<file path="config.mk">
export PLATFORM = sky130hd
export DESIGN_NAME = wed_cell
export DESIGN_NICKNAME = d
export VERILOG_FILES = /design/src/hdl/wed_pkg.sv /design/src/hdl/wed_cell.sv
export SDC_FILE = /design/constraint.sdc
export NUM_CORES = 1
export LEC_CHECK = 0
export BUFFER_PORTS_ARGS = -buffer_cell sky130_fd_sc_hd__buf_2
export CORE_ASPECT_RATIO = 0.75
export CORE_MARGIN = 2
export CORE_UTILIZATION = 40
export DETAILED_ROUTE_END_ITERATION = 10
export PLACE_DENSITY = 0.71
export SYNTH_ARGS = -nofsm -noshare
export SYNTH_HDL_FRONTEND = slang
export SYNTH_SLANG_ARGS = --single-unit
</file>
<file path="constraint.sdc">
create_clock -name clk_i -period 6.15 [get_ports clk_i]
set_input_delay 0.9225 -clock clk_i [delete_from_list [all_inputs] [get_ports clk_i]]
set_output_delay 0.9225 -clock clk_i [all_outputs]
set_load 0.01 [all_outputs]
</file>
<file path="src/hdl/wed_pkg.sv">
// shared types, constants and saturating helpers of the alignment cost engine
// no dependencies; used by wed_cell, weighted_edit_distance_engine and the testbench
package wed_pkg;

  localparam int MAX_LEN     = 256;
  localparam int SYMBOL_BITS = 16;

  // symbol field is 16 bits wide, compared on its low SYMBOL_BITS
  localparam int SYM_FIELD_W = 16;
  localparam int SYM_W       = (SYMBOL_BITS < SYM_FIELD_W) ? SYMBOL_BITS : SYM_FIELD_W;

  localparam int PEN_W   = 8;
  localparam int CELL_W  = 18;
  localparam int COST_W  = 17;
  localparam int ACNT_W  = $clog2(MAX_LEN + 1);
  localparam int TCNT_W  = $clog2(MAX_LEN + 2);
  localparam int PROD_W  = (ACNT_W + PEN_W > CELL_W) ? ACNT_W + PEN_W : CELL_W;
  localparam int CFG_IDX_W = 2;
  localparam int IN_USER_W  = 3;
  localparam int OUT_DATA_W = 24;

  localparam logic [CELL_W-1:0] CELL_MAX = {CELL_W{1'b1}};
  localparam logic [COST_W-1:0] COST_MAX = {COST_W{1'b1}};

  // input item kinds
  localparam logic [1:0] MODE_LOAD_A  = 2'd0;
  localparam logic [1:0] MODE_B_SYM   = 2'd1;
  localparam logic [1:0] MODE_FINISH  = 2'd2;

  // configuration register indexes
  localparam logic [CFG_IDX_W-1:0] REG_MISMATCH = 2'd0;
  localparam logic [CFG_IDX_W-1:0] REG_SKIP_A   = 2'd1;
  localparam logic [CFG_IDX_W-1:0] REG_SKIP_B   = 2'd2;

  typedef logic [CELL_W-1:0] cell_t;

  typedef struct packed {
    logic [PEN_W-1:0] mismatch;
    logic [PEN_W-1:0] skip_a;
    logic [PEN_W-1:0] skip_b;
  } pen_t;

  // one wavefront token moving along the chain
  typedef struct packed {
    logic             valid;
    logic             init;   // first column: old cells read as gap ramp
    logic             last;
    logic [SYM_W-1:0] sym;
    cell_t            up;     // new value of the cell before
    cell_t            diag;   // old value of the cell before
  } tok_t;

  function automatic cell_t sat_add(input cell_t c, input logic [PEN_W-1:0] p);
    logic [CELL_W:0] s;
    s = {1'b0, c} + {{(CELL_W + 1 - PEN_W){1'b0}}, p};
    return s[CELL_W] ? CELL_MAX : s[CELL_W-1:0];
  endfunction

  function automatic cell_t min_cell(input cell_t a, input cell_t b);
    return (b < a) ? b : a;
  endfunction

  function automatic logic [COST_W-1:0] to_cost(input cell_t c);
    return (c > {1'b0, COST_MAX}) ? COST_MAX : c[COST_W-1:0];
  endfunction

endpackage

</file>
<file path="src/hdl/wed_cell.sv">
// one cell of the systolic row: holds one A symbol and one cost-column entry
// depends on wed_pkg
module wed_cell (
  input  logic                         clk_i,
  input  logic                         rst_ni,
  input  wed_pkg::pen_t                pen_i,
  input  logic                         load_en_i,
  input  logic                         clear_i,
  input  logic [wed_pkg::SYM_W-1:0]    load_sym_i,
  input  wed_pkg::tok_t                tok_i,
  output wed_pkg::tok_t                tok_o
);

  logic                      active_q;
  logic [wed_pkg::SYM_W-1:0] sym_q;
  wed_pkg::cell_t            cost_q;
  wed_pkg::tok_t             tok_q;

  wed_pkg::cell_t here_old;
  wed_pkg::cell_t diag_c;
  wed_pkg::cell_t up_c;
  wed_pkg::cell_t left_c;
  wed_pkg::cell_t best;
  wed_pkg::cell_t new_c;
  logic [wed_pkg::PEN_W-1:0] sub_pen;

  always_comb begin
    here_old = tok_i.init ? wed_pkg::sat_add(tok_i.diag, pen_i.skip_a) : cost_q;
    sub_pen  = (sym_q == tok_i.sym) ? '0 : pen_i.mismatch;
    diag_c   = wed_pkg::sat_add(tok_i.diag, sub_pen);
    up_c     = wed_pkg::sat_add(tok_i.up, pen_i.skip_a);
    left_c   = wed_pkg::sat_add(here_old, pen_i.skip_b);
    best     = wed_pkg::min_cell(wed_pkg::min_cell(diag_c, up_c), left_c);
    // cells past the end of A just hand the value on
    new_c    = active_q ? best : tok_i.up;
  end

  always_ff @(posedge clk_i or negedge rst_ni) begin
    if (!rst_ni) begin
      active_q <= 1'b0;
    end else if (load_en_i) begin
      active_q <= 1'b1;
    end else if (clear_i) begin
      active_q <= 1'b0;
    end
  end

  always_ff @(posedge clk_i or negedge rst_ni) begin
    if (!rst_ni) begin
      tok_q <= '0;
    end else begin
      tok_q.valid <= tok_i.valid;
      tok_q.init  <= tok_i.init;
      tok_q.last  <= tok_i.last;
      tok_q.sym   <= tok_i.sym;
      tok_q.up    <= new_c;
      tok_q.diag  <= here_old;
    end
  end

  always_ff @(posedge clk_i) begin
    if (load_en_i) begin
      sym_q <= load_sym_i;
    end
    if (tok_i.valid && active_q) begin
      cost_q <= best;
    end
  end

  assign tok_o = tok_q;

endmodule

</file>
# Yosys cells after proc, flatten, opt, wreduce, memory -nomap -nowiden
# Index checks and enable logic that the tools add are counted.
op_classes:
  n_mux: 11
  n_reduce_logical: 2
  eq_ne: 1
  add_sub_neg: 4
  n_lt_le_gt_ge: 2
ops:
  columns: ["op", "n"]
  rows:
  - ["18-bit two-way mux", 8]
  - ["18-bit by 8-bit adder with 19-bit output", 4]
  - ["18-bit < comparator", 2]
  - ["16-bit == test", 1]
  - ["8-bit two-way mux", 1]
  - ["1-bit two-way mux", 2]
  - ["2-bit nonzero test", 1]
  - ["1-bit logical AND", 1]
word_totals:
  elab_cells: 29
  reg_bits: 90
  in_bits: 99

# Logic depth before layout (Yosys ltp)
# Gate-level depths: netlist (run 1).
depth:
  word_depth: 9
  depth_mapped: 32

# Least setup slack after synthesis (run 1)
# OpenSTA, ideal clock, no wires.
synth_timing:
  kind: "input to register"
  start: "input tok_i[40] in the netlist's numbering"
  end: "register tok_q (netlist bit tok_o[22])"
  n_path_buf: 2
  arrival_time_ns: 7.112
  setup_slack_ns: -1.087
  setup_ns: 0.125
  stages: 30
  cell_sequence: "xor2_1 -> nor4_1 -> nand4_1 -> and2_1 -> ha_1 -> fa_1 -> a21oi_1 -> o2111ai_1 -> and3b_1 -> clkbuf_1 -> or3b_2 -> a22oi_1 -> ha_1 -> nand4_1 -> nor2_1 -> o221ai_1 -> a32oi_1 -> a21oi_2 -> buf_2 -> mux2_2 -> ha_1 -> a21o_1 -> a21o_1 -> a21oi_1 -> o21ai_0 -> a21oi_1 -> inv_1 -> a21oi_2 -> mux2_2 -> mux2_2"
synth_between:
  elab_chain_len: 9
synth_lines:
  columns: ["element", "line_no", "text"]
  rows:
  - ["start: declaration", "wed_cell.sv:10", "input wed_pkg::tok_t tok_i,"]
  - ["16-bit == test *", "wed_cell.sv:29", "sub_pen = (sym_q == tok_i.sym) ? '0 : pen_i.mismatch;"]
  - ["8-bit two-way mux *", "wed_cell.sv:29", null]
  - ["18-bit by 8-bit adder with 19-bit output *", "wed_pkg.sv:55", "s = {1'b0, c} + {{(CELL_W + 1 - PEN_W){1'b0}}, p};"]
  - ["18-bit two-way mux *", "wed_pkg.sv:56", "return s[CELL_W] ? CELL_MAX : s[CELL_W-1:0];"]
  - ["18-bit < comparator", "wed_pkg.sv:60", "return (b < a) ? b : a;"]
  - ["18-bit two-way mux *", "wed_pkg.sv:60", null]
  - ["18-bit < comparator", "wed_pkg.sv:60", null]
  - ["18-bit two-way mux *", "wed_pkg.sv:60", null]
  - ["named net best[4]", "wed_cell.sv:23", "wed_pkg::cell_t best;"]
  - ["18-bit two-way mux *", "wed_cell.sv:35", "new_c = active_q ? best : tok_i.up;"]
  - ["named net new_c[4]", "wed_cell.sv:24", "wed_pkg::cell_t new_c;"]
  - ["end: declaration", "wed_cell.sv:17", "wed_pkg::tok_t tok_q;"]
# The timed path passes the listed nets; every way through them passes the cells marked *.
# A chain may end at the register's enable or synchronous reset.

# Final worst setup path (run 1)
layout_timing:
  start: "input tok_i[38] in the netlist's numbering"
  end: "register tok_q (netlist bit tok_o[22])"
# The elaborated chain is that of the path after synthesis.

==> results of run 1 <==
## repair_timing
action	in CTS	in global routing
setup buffers	11	3
pin swaps	31	32
gates cloned	0	0
endpoints found under the setup margin	36	36
gates resized for setup	55	42
## cell families after synthesis
family	Yosys count	synth area share, %
AO/OA/AOI/OAI	196	21.4
multiplexers	23	3.66
flip-flops	90	34.6
buffers and inverters	48	3.11
XOR/XNOR	41	5.13
adder cells (fa/ha/maj)	70	12.9
AND/OR/NAND/NOR	261	19.1
## layer usage
metal  part of all wire, %  vias to the layer above  track usage (%)
met5                     0                        -                0
li1                      -                     3415                -
met2                    43                      322             38.1
met3                   9.5                       28             6.23
met1                    47                     3357             39.5
met4                   1.1                        0             4.76
## synth_stat cells (8+ instances only)
master,instances
nand4_1,8
o21ai_0,30
edfxtp_1,34
nor3_1,9
nor2_1,83
nand3_1,17
nand2b_1,12
a21o_1,16
o21ai_1,8
a21oi_1,40
clkbuf_1,10
ha_1,66
xor2_1,28
mux2_2,17
dfrtp_1,56
xnor2_1,13
nand2_1,58
and2_1,24
a31oi_1,16
a211oi_1,9
inv_1,29
## sequential cells by signal (all words and copies together), names as in the netlist
name and cells:
active_q 1, cost_q 18, sym_q 16, tok_o 55
## cell type report
type	instances	area, um^2	area share, %
clock buffers	9	225	2.14
clock inverters	7	58.8	0.559
inverters	29	111	1.06
multi-input cells	591	4930	46.9
flip-flops and latches	90	2420	23.0
well taps	236	295	2.81
repair buffers	370	2480	23.6
## critical path, delay by kind of cell
family / cells / cell delay, ps
adder cells (fa/ha/maj): 4 / 1070
AO/OA/AOI/OAI: 14 / 2290
AND/OR/NAND/NOR: 5 / 1450
multiplexers: 3 / 900
XOR/XNOR: 1 / 170
buffers and inverters: 4 / 580
## how the worst max path moves through the flow
stage / from / end / slack [ps]
finish: tok_i[38] / tok_o[22]$_DFF_PN0_ / -980
global route: tok_i[43] / tok_o[35]$_DFF_PN0_ / -1220
CTS: tok_i[38] / tok_o[22]$_DFF_PN0_ / -880
detailed placement: tok_i[48] / cost_q[5]$_DFFE_PP_ / -1560
global placement: tok_i[48] / tok_o[22]$_DFF_PN0_ / -1450
floorplan: tok_i[48] / tok_o[22]$_DFF_PN0_ / -510
## where the power goes
group | leakage [nW] | switching, mW | internal [mW]
combinational | 3.76 | 0.705 | 0.677
sequential | 0.975 | 0.0373 | 0.729
clock | 0.134 | 0.254 | 0.281
total | 4.87 | 0.996 | 1.69
## per-stage QoR
stage                     hold WS (ps)  power (mW)  utilization, %
after detailed placement           518        1.99            56.8
final                              550        2.68            62.0
after floorplan                    474        1.43               -
after global routing               577        2.82            62.0
after CTS                          541        2.60            60.6
after global placement             523        1.97            56.8
==> flow_summary.ini, run 1 <==
[sta]
worst_slack_ps = -979
fin_worst_skew_ps = 6.51
slew_headroom_pct = 40.3
setup_viol = 36
tightest_slew_ps = 895
fmax_mhz = 140
period_share_pct = 116
period_needed_ps = 7130
maxSlewViolCount = 0
rsz0062_at_grt = true
hold_viol_final = 0
tns_ps = -31810

[worst_setup_path]
r2r_cells = 30
crit_path_max_fanout = 8
reg2reg_to = tok_o[22]$_DFF_PN0_
worstPathArrival_ps = 7370
r2r_setup_slack_ps = -750
cp_data_required_time_ps = 6390
slowest_stage = fa_2
slowest_delay_ps = 410
cp-end-kind = flip-flop
r2r-start = sym_q[1]$_DFFE_PP_
critPathLaunchType = input pin
crit_type = input pin to flip-flop

[logic_synthesis]
synth-edff-count = 34
yosysTopAreaCellShare_pct = 20.0
synth_area_per_cell_um2 = 9.61
synth-seq-cells = 90
synth_nets = 898
syn-cell-area_um2 = 7000
synth_area_leaders = dfrtp_1 20%, edfxtp_1 15%, ha_1 12%
async_reset_ff_share_pct = 62.2
postSynthCellCount = 729
synth_ff_type = dfrtp_1
synthDistinctLibCells = 85
yosysWarnings = 0
yosysSeqAreaShare_pct = 34.6
synth_top_cell_by_area = dfrtp_1

[final_layout]
fin_area_um2 = 10500
layout.nets = 1260
layout_commonest_cell = buf_4
stdcell_count = 1332
num_antenna_cells = 0
drive_above_1_share_pct = 48.4
layout_common_cells = 203 x buf_4, 149 x buf_2, 68 x nor2_1
fillers = 1420
area_growth_pct = 50.3

[cts]
cts_buffer_depth = 2
cts_tree = done
cts.sinks = 90
clk_pin_slew_ps = 70
htreeDepth = 3
cts-root-buf = clkbuf_16
cts_made_buffers = 9
ctsHoldBuffers = 0
clkLatencyLatePin_ps = 350

[drt]
drtAntennaViolNets = 0
first_pass_iters = 5
vias_per_cell = 5.35
wl_per_cell_um = 18.5
drc = 0
num_vias = 7122
drt-initial-drc-count = 444
wl_mm = 24.6

[grt]
grt_pass1_vias = 6800
grt_pass1_wl_mm = 37.3
antenna_found_initial = 0
grt_overflow = 0
grt_start_max_net_pins = 57
grt_usage_pct = 26.2

[placement]
dp.cells = 1304
gp_congestion = 0.932
dp_slack_ps = -1560
placed_area_um2 = 9640
dp_hpwl_mm = 19.9
port_buffers = 153

[floorplanning]
rows = 41
initial_core_util_pct = 41.2
core-area_um2 = 17000
die-width_um = 157
ios = 154
fp.dieH_um = 119
die-area_um2 = 18600

[min_path]
worstHoldPathCells = 1
holdCritPathClass = flip-flop to flip-flop
whs_endpoint = tok_o[7]$_DFF_PN0_
hp-start = cost_q[7]$_DFFE_PP_

[outcome]
violations = setup timing
status = finished, violations left

[pwr]
p_leak_nw = 4.87
peakVddDrop_mv = 0.167
pwr_density_cell_nw_per_um2 = 255

[job]
cap_violations = 0
(Power assumes the default switching activity.)
==> inputs of run 2 (changes only) <==
--- a/config.mk
+++ b/config.mk
@@ -6,11 +6,13 @@
 export NUM_CORES = 1
 export LEC_CHECK = 0
 export BUFFER_PORTS_ARGS = -buffer_cell sky130_fd_sc_hd__buf_2
+export CELL_PAD_IN_SITES_DETAIL_PLACEMENT = 1
+export CELL_PAD_IN_SITES_GLOBAL_PLACEMENT = 1
 export CORE_ASPECT_RATIO = 0.75
 export CORE_MARGIN = 2
-export CORE_UTILIZATION = 40
+export CORE_UTILIZATION = 38
 export DETAILED_ROUTE_END_ITERATION = 10
-export PLACE_DENSITY = 0.71
+export PLACE_DENSITY = 0.84
 export SYNTH_ARGS = -nofsm -noshare
 export SYNTH_HDL_FRONTEND = slang
 export SYNTH_SLANG_ARGS = --single-unit
==> run 2 against run 1 <==
  * Maximum frequency decreased by 16%
  * First-iteration DRC count increased to 2.9 times the previous value
  * Global-route usage increased by 13 points
  * Sequential cell count unchanged
  * Non-clock buffer count increased by 15
  * Utilization decreased by 0.85 points
  * Largest cell class unchanged
  * Die area increased by 5.1%
  * The flow still finishes with violations (setup timing)
  * Sequential power increased by 4.3%
==> flow_summary.ini, run 2 (synthesis results as in run 1) <==
[outcome]
status = finished, violations left
violations = setup timing

[floorplanning]
ios = 154
die-area_um2 = 19500
initial_core_util_pct = 39.2
fp.dieH_um = 122
core-area_um2 = 17900
rows = 42
die-width_um = 161

[grt]
grt_pass1_vias = 8831
grt_pass1_wl_mm = 56.0
grt_overflow = 0
antenna_found_initial = 8
grt_usage_pct = 39.0
grt_start_max_net_pins = 57

[sta]
period_share_pct = 138
fmax_mhz = 118
maxSlewViolCount = 0
hold_viol_final = 0
rsz0062_at_grt = true
worst_slack_ps = -2360
setup_viol = 36
tns_ps = -78330
fin_worst_skew_ps = 25.2
tightest_slew_ps = 1120
period_needed_ps = 8510
slew_headroom_pct = 25.4
holdWs_ps = 601

[placement]
gp_congestion = 0.920
dp_slack_ps = -1610
placed_area_um2 = 9600
dp_hpwl_mm = 24.6
port_buffers = 153

[worst_setup_path]
crit_buf_inv = 10
cp_data_required_time_ps = 6400
crit_type = input pin to flip-flop
worstPathArrival_ps = 8760
slowest_delay_ps = 460
cp-end-kind = flip-flop
crit_path_frequent_cell = buf_6
slowest_stage = nand4_1
critPathLaunchType = input pin
crit_path_max_fanout = 7
path_delay_family = simple AND/OR/NAND/NOR gates

[pwr]
comb_power_share_pct = 55.9
power_switching_mw = 1.43
power_mw = 3.30
power_frac_seq_pct = 24.2
pwr_density_cell_nw_per_um2 = 302
p_leak_nw = 5.01
peakVddDrop_mv = 0.190
p_clk_share_pct = 19.9
swShare_pct = 43.4
p_int_mw = 1.87

[final_layout]
area_growth_pct = 55.9
fin_area_um2 = 10900
layout.nets = 1275
drive_above_1_share_pct = 51.3
fillers = 2018
layout_common_cells = 214 x buf_4, 149 x buf_2, 62 x nor2_1
layout_commonest_cell = buf_4
largest_register_ffs = 55

[job]
cap_violations = 0

[drt]
drt-initial-drc-count = 1274
vias_per_cell = 6.74
wl_mm = 46.1
num_vias = 9147
drc = 0
drtAntennaViolNets = 0
first_pass_iters = 7
wl_per_cell_um = 33.9

[min_path]
holdCritPathClass = flip-flop to flip-flop

[cts]
ctsHoldBuffers = 0
cts_tree = done
clkLatencyLatePin_ps = 380
htreeDepth = 3
cts.sinks = 90
cts-root-buf = clkbuf_16
clk_pin_slew_ps = 90
cts_buffer_depth = 2
cts_made_buffers = 9
[run 2: cell types whose count changed in the layout (fill, tap and decap cells not counted), moves of 3 or more]
cell / before / now
ha_1: 55 / 52
nor2_1: 68 / 62
diode_2: 0 / 5
and2_4: 11 / 14
ha_4: 10 / 13
buf_4: 203 / 214
a31oi_1: 15 / 12
nor2_2: 8 / 14
o21ai_2: 0 / 3
and2_1: 13 / 10
o21ai_0: 27 / 24
[run 2: path summary, 6_finish.rpt]
kind                                startpoint             endpoint  slack, ps  cells after the start
max in group asynchronous               rst_ni  tok_o[33]$_DFF_PN0_       4810                      2
min                        cost_q[7]$_DFFE_PP_   tok_o[7]$_DFF_PN0_        600                      1
max reg2reg                sym_q[14]$_DFFE_PP_  tok_o[21]$_DFF_PN0_      -2090                     35
max                                  tok_i[50]  tok_o[21]$_DFF_PN0_      -2360                     36
min reg2reg                cost_q[7]$_DFFE_PP_   tok_o[7]$_DFF_PN0_        600                      1
min in group asynchronous               rst_ni  tok_o[27]$_DFF_PN0_        750                      2
[run 2: stage by stage]
stage               instances  util, %
finish                   1358     61.1
global route             1355     61.1
CTS                      1336     58.1
detailed placement       1303     53.7
global placement         1303     53.7
floorplan                 729        -
[run 2: what timing repair did]
action,CTS,global route
resized for setup,54,85
pin swaps,32,29
endpoints found under the setup margin,36,36
gates cloned,2,1
endpoints found under the hold margin,0,0
setup buffers,15,16
[run 2: layer usage]
layer  track usage, %  wire length, um
met3             13.0             6430
met4             25.9             4540
met2             61.9            19300
met1             45.4            15800
met5             1.52               26
[run 2: area by class of cell]
class / count / area (um^2) / area share [%]
antenna: 5 / 12.5 / 0.115
clock buffer: 11 / 243 / 2.22
clock inverter: 5 / 77.6 / 0.710
inverter: 29 / 113 / 1.03
multi-input combinational: 591 / 5110 / 46.8
sequential: 90 / 2420 / 22.2
tap: 242 / 303 / 2.77
timing repair buffer: 385 / 2640 / 24.2
[run 2: power groups by stage]
stage / registers (mW) / clock network (mW) / logic [mW]
CTS: 0.781 / 0.631 / 1.43
floorplan: 0.796 / 0 / 0.638
global route: 0.799 / 0.674 / 1.86
detailed placement: 0.786 / 0 / 1.27
global placement: 0.780 / 0 / 1.18
finish: 0.799 / 0.656 / 1.85
==> inputs of run 3 (changes only) <==
--- a/config.mk
+++ b/config.mk
@@ -16,3 +16,4 @@
 export SYNTH_ARGS = -nofsm -noshare
 export SYNTH_HDL_FRONTEND = slang
 export SYNTH_SLANG_ARGS = --single-unit
+export TNS_END_PERCENT = 20
==> run 3 against run 2 <==
  * Combinational power down 12%
  * Critical endpoint is now tok_o[18]$_DFF_PN0_
  * Hold slack worse by 63 ps
  * Sequential share of layout area up 0.71 points
  * Maximum frequency up 7.5%
  * Register-to-register slack better by 540 ps
  * Count of clock-buffer cells in the layout down 2
  * The run still ends with setup timing left
==> flow_summary.ini, run 3 (synthesis results as in run 1) <==
[outcome]
status = finished, violations left
violations = setup timing

[pwr]
peakVddDrop_mv = 0.146
p_clk_share_pct = 20.2
swShare_pct = 42.0
p_int_mw = 1.75
p_leak_nw = 4.88
comb_power_share_pct = 54.0
power_switching_mw = 1.27
pwr_density_cell_nw_per_um2 = 285
power_frac_seq_pct = 25.8

[cts]
cts-root-buf = clkbuf_16
ctsHoldBuffers = 0
clkLatencyLatePin_ps = 380
cts_made_buffers = 9
htreeDepth = 3
cts.sinks = 90
clk_pin_slew_ps = 80
cts_buffer_depth = 2
cts_tree = done

[final_layout]
layout_commonest_cell = buf_4
fin_area_um2 = 10600
largest_register_ffs = 55
fillers = 2058
drive_above_1_share_pct = 49.6
layout_common_cells = 206 x buf_4, 149 x buf_2, 66 x nor2_1
area_growth_pct = 51.1
layout.nets = 1261

[placement]
dp_hpwl_mm = 23.0
port_buffers = 153
dp_slack_ps = -1470
placed_area_um2 = 9520
gp_congestion = 0.917

[sta]
period_needed_ps = 7910
holdWs_ps = 538
hold_viol_final = 0
maxSlewViolCount = 0
fin_worst_skew_ps = 13.5
tightest_slew_ps = 1100
slew_headroom_pct = 26.7
setup_viol = 36
rsz0062_at_grt = true
fmax_mhz = 126
worst_slack_ps = -1760
period_share_pct = 129

[worst_setup_path]
crit_path_max_fanout = 6
worstPathArrival_ps = 8170
slowest_delay_ps = 550
cp_data_required_time_ps = 6410
crit_type = input pin to flip-flop
slowest_stage = nor2_1
cp-end-kind = flip-flop
r2r_cells = 31
critPathLaunchType = input pin

[min_path]
worstHoldPathCells = 1
holdCritPathClass = flip-flop to flip-flop

[grt]
grt_pass1_wl_mm = 51.3
grt_pass1_vias = 8531
grt_overflow = 0
grt_start_max_net_pins = 57
antenna_found_initial = 3
grt_usage_pct = 35.0

[floorplanning]
rows = 42
die-width_um = 161
fp.dieH_um = 122
core-area_um2 = 17900
initial_core_util_pct = 39.2
die-area_um2 = 19500
ios = 154

[drt]
wl_mm = 38.9
drt-initial-drc-count = 967
vias_per_cell = 6.34
first_pass_iters = 6
drc = 0
wl_per_cell_um = 29.0
num_vias = 8502
drtAntennaViolNets = 0

[job]
cap_violations = 0
-- run 3: changes by cell type in the layout (fill, tap and decap cells not counted), sizes merged --
cell      previous run  this run
diode                5         3
inv                 29        31
clkinvlp             1         2
bufinv               2         1
buf                383       371
clkbuf              13         9
-- run 3: per-layer routing --
metal	up-vias	global-route usage, %	wire (um)	share of wire, %
li1	3409	-	-	-
met4	0	17.4	2920	7.5
met5	-	0	0	0
met2	749	57.1	17100	44
met3	275	8.41	4260	11
met1	4069	43.9	14600	38
-- run 3: stage by stage --
stage,util [%],TNS [ps],power [mW],cells
final,59.3,-54550,3.02,1342
after global routing,59.2,-61940,3.09,1340
after CTS,57.5,-24640,2.72,1327
after detailed placement,53.3,-48260,2.01,1301
after global placement,53.3,-35180,1.94,1301
after floorplan,-,-10730,1.40,729
-- run 3: repair_timing --
action | 4_1_cts | 5_1_grt
buffers inserted | 9 | 12
endpoints found under the setup margin | 36 | 36
gates resized for setup | 76 | 43
pin swaps | 46 | 35
cloned | 1 | 0
-- run 3: path summary, 6_finish.rpt --
path                                     start                  end  slack, ps
setup / recovery                     tok_i[47]  tok_o[18]$_DFF_PN0_      -1760
hold / removal             cost_q[7]$_DFFE_PP_   tok_o[7]$_DFF_PN0_        540
setup reg to reg           sym_q[12]$_DFFE_PP_  tok_o[18]$_DFF_PN0_      -1550
hold reg to reg            cost_q[7]$_DFFE_PP_   tok_o[7]$_DFF_PN0_        540
max in group asynchronous               rst_ni  tok_o[13]$_DFF_PN0_       4860
min in group asynchronous               rst_ni  tok_o[19]$_DFF_PN0_        710
-- run 3: power by group through the flow --
stage / sequential (mW) / combinational [mW] / clock, mW
final: 0.778 / 1.63 / 0.608
after floorplan: 0.796 / 0.608 / 0
after global routing: 0.782 / 1.68 / 0.630
after global placement: 0.774 / 1.17 / 0
after CTS: 0.770 / 1.36 / 0.595
after detailed placement: 0.780 / 1.23 / 0
-- run 3: worst max-delay path, delay by kind of cell --
kind            cells  cell delay, ps
buf+inv             6             980
compound gates      9            1750
simple gates        9            2290
mux                 2             630
xor+xnor            2             400
fa+ha+maj           4            1170
-- run 3: area by class of cell --
type	count	area [um^2]	share of cell area, %
Inverter	29	109	1.03
Clock inverter	7	75.1	0.709
Clock buffer	9	225	2.13
Timing Repair Buffer	371	2470	23.4
Sequential cell	90	2420	22.9
Multi-Input combinational cell	591	4970	47.0
Antenna cell	3	7.51	0.0709
Tap cell	242	303	2.86
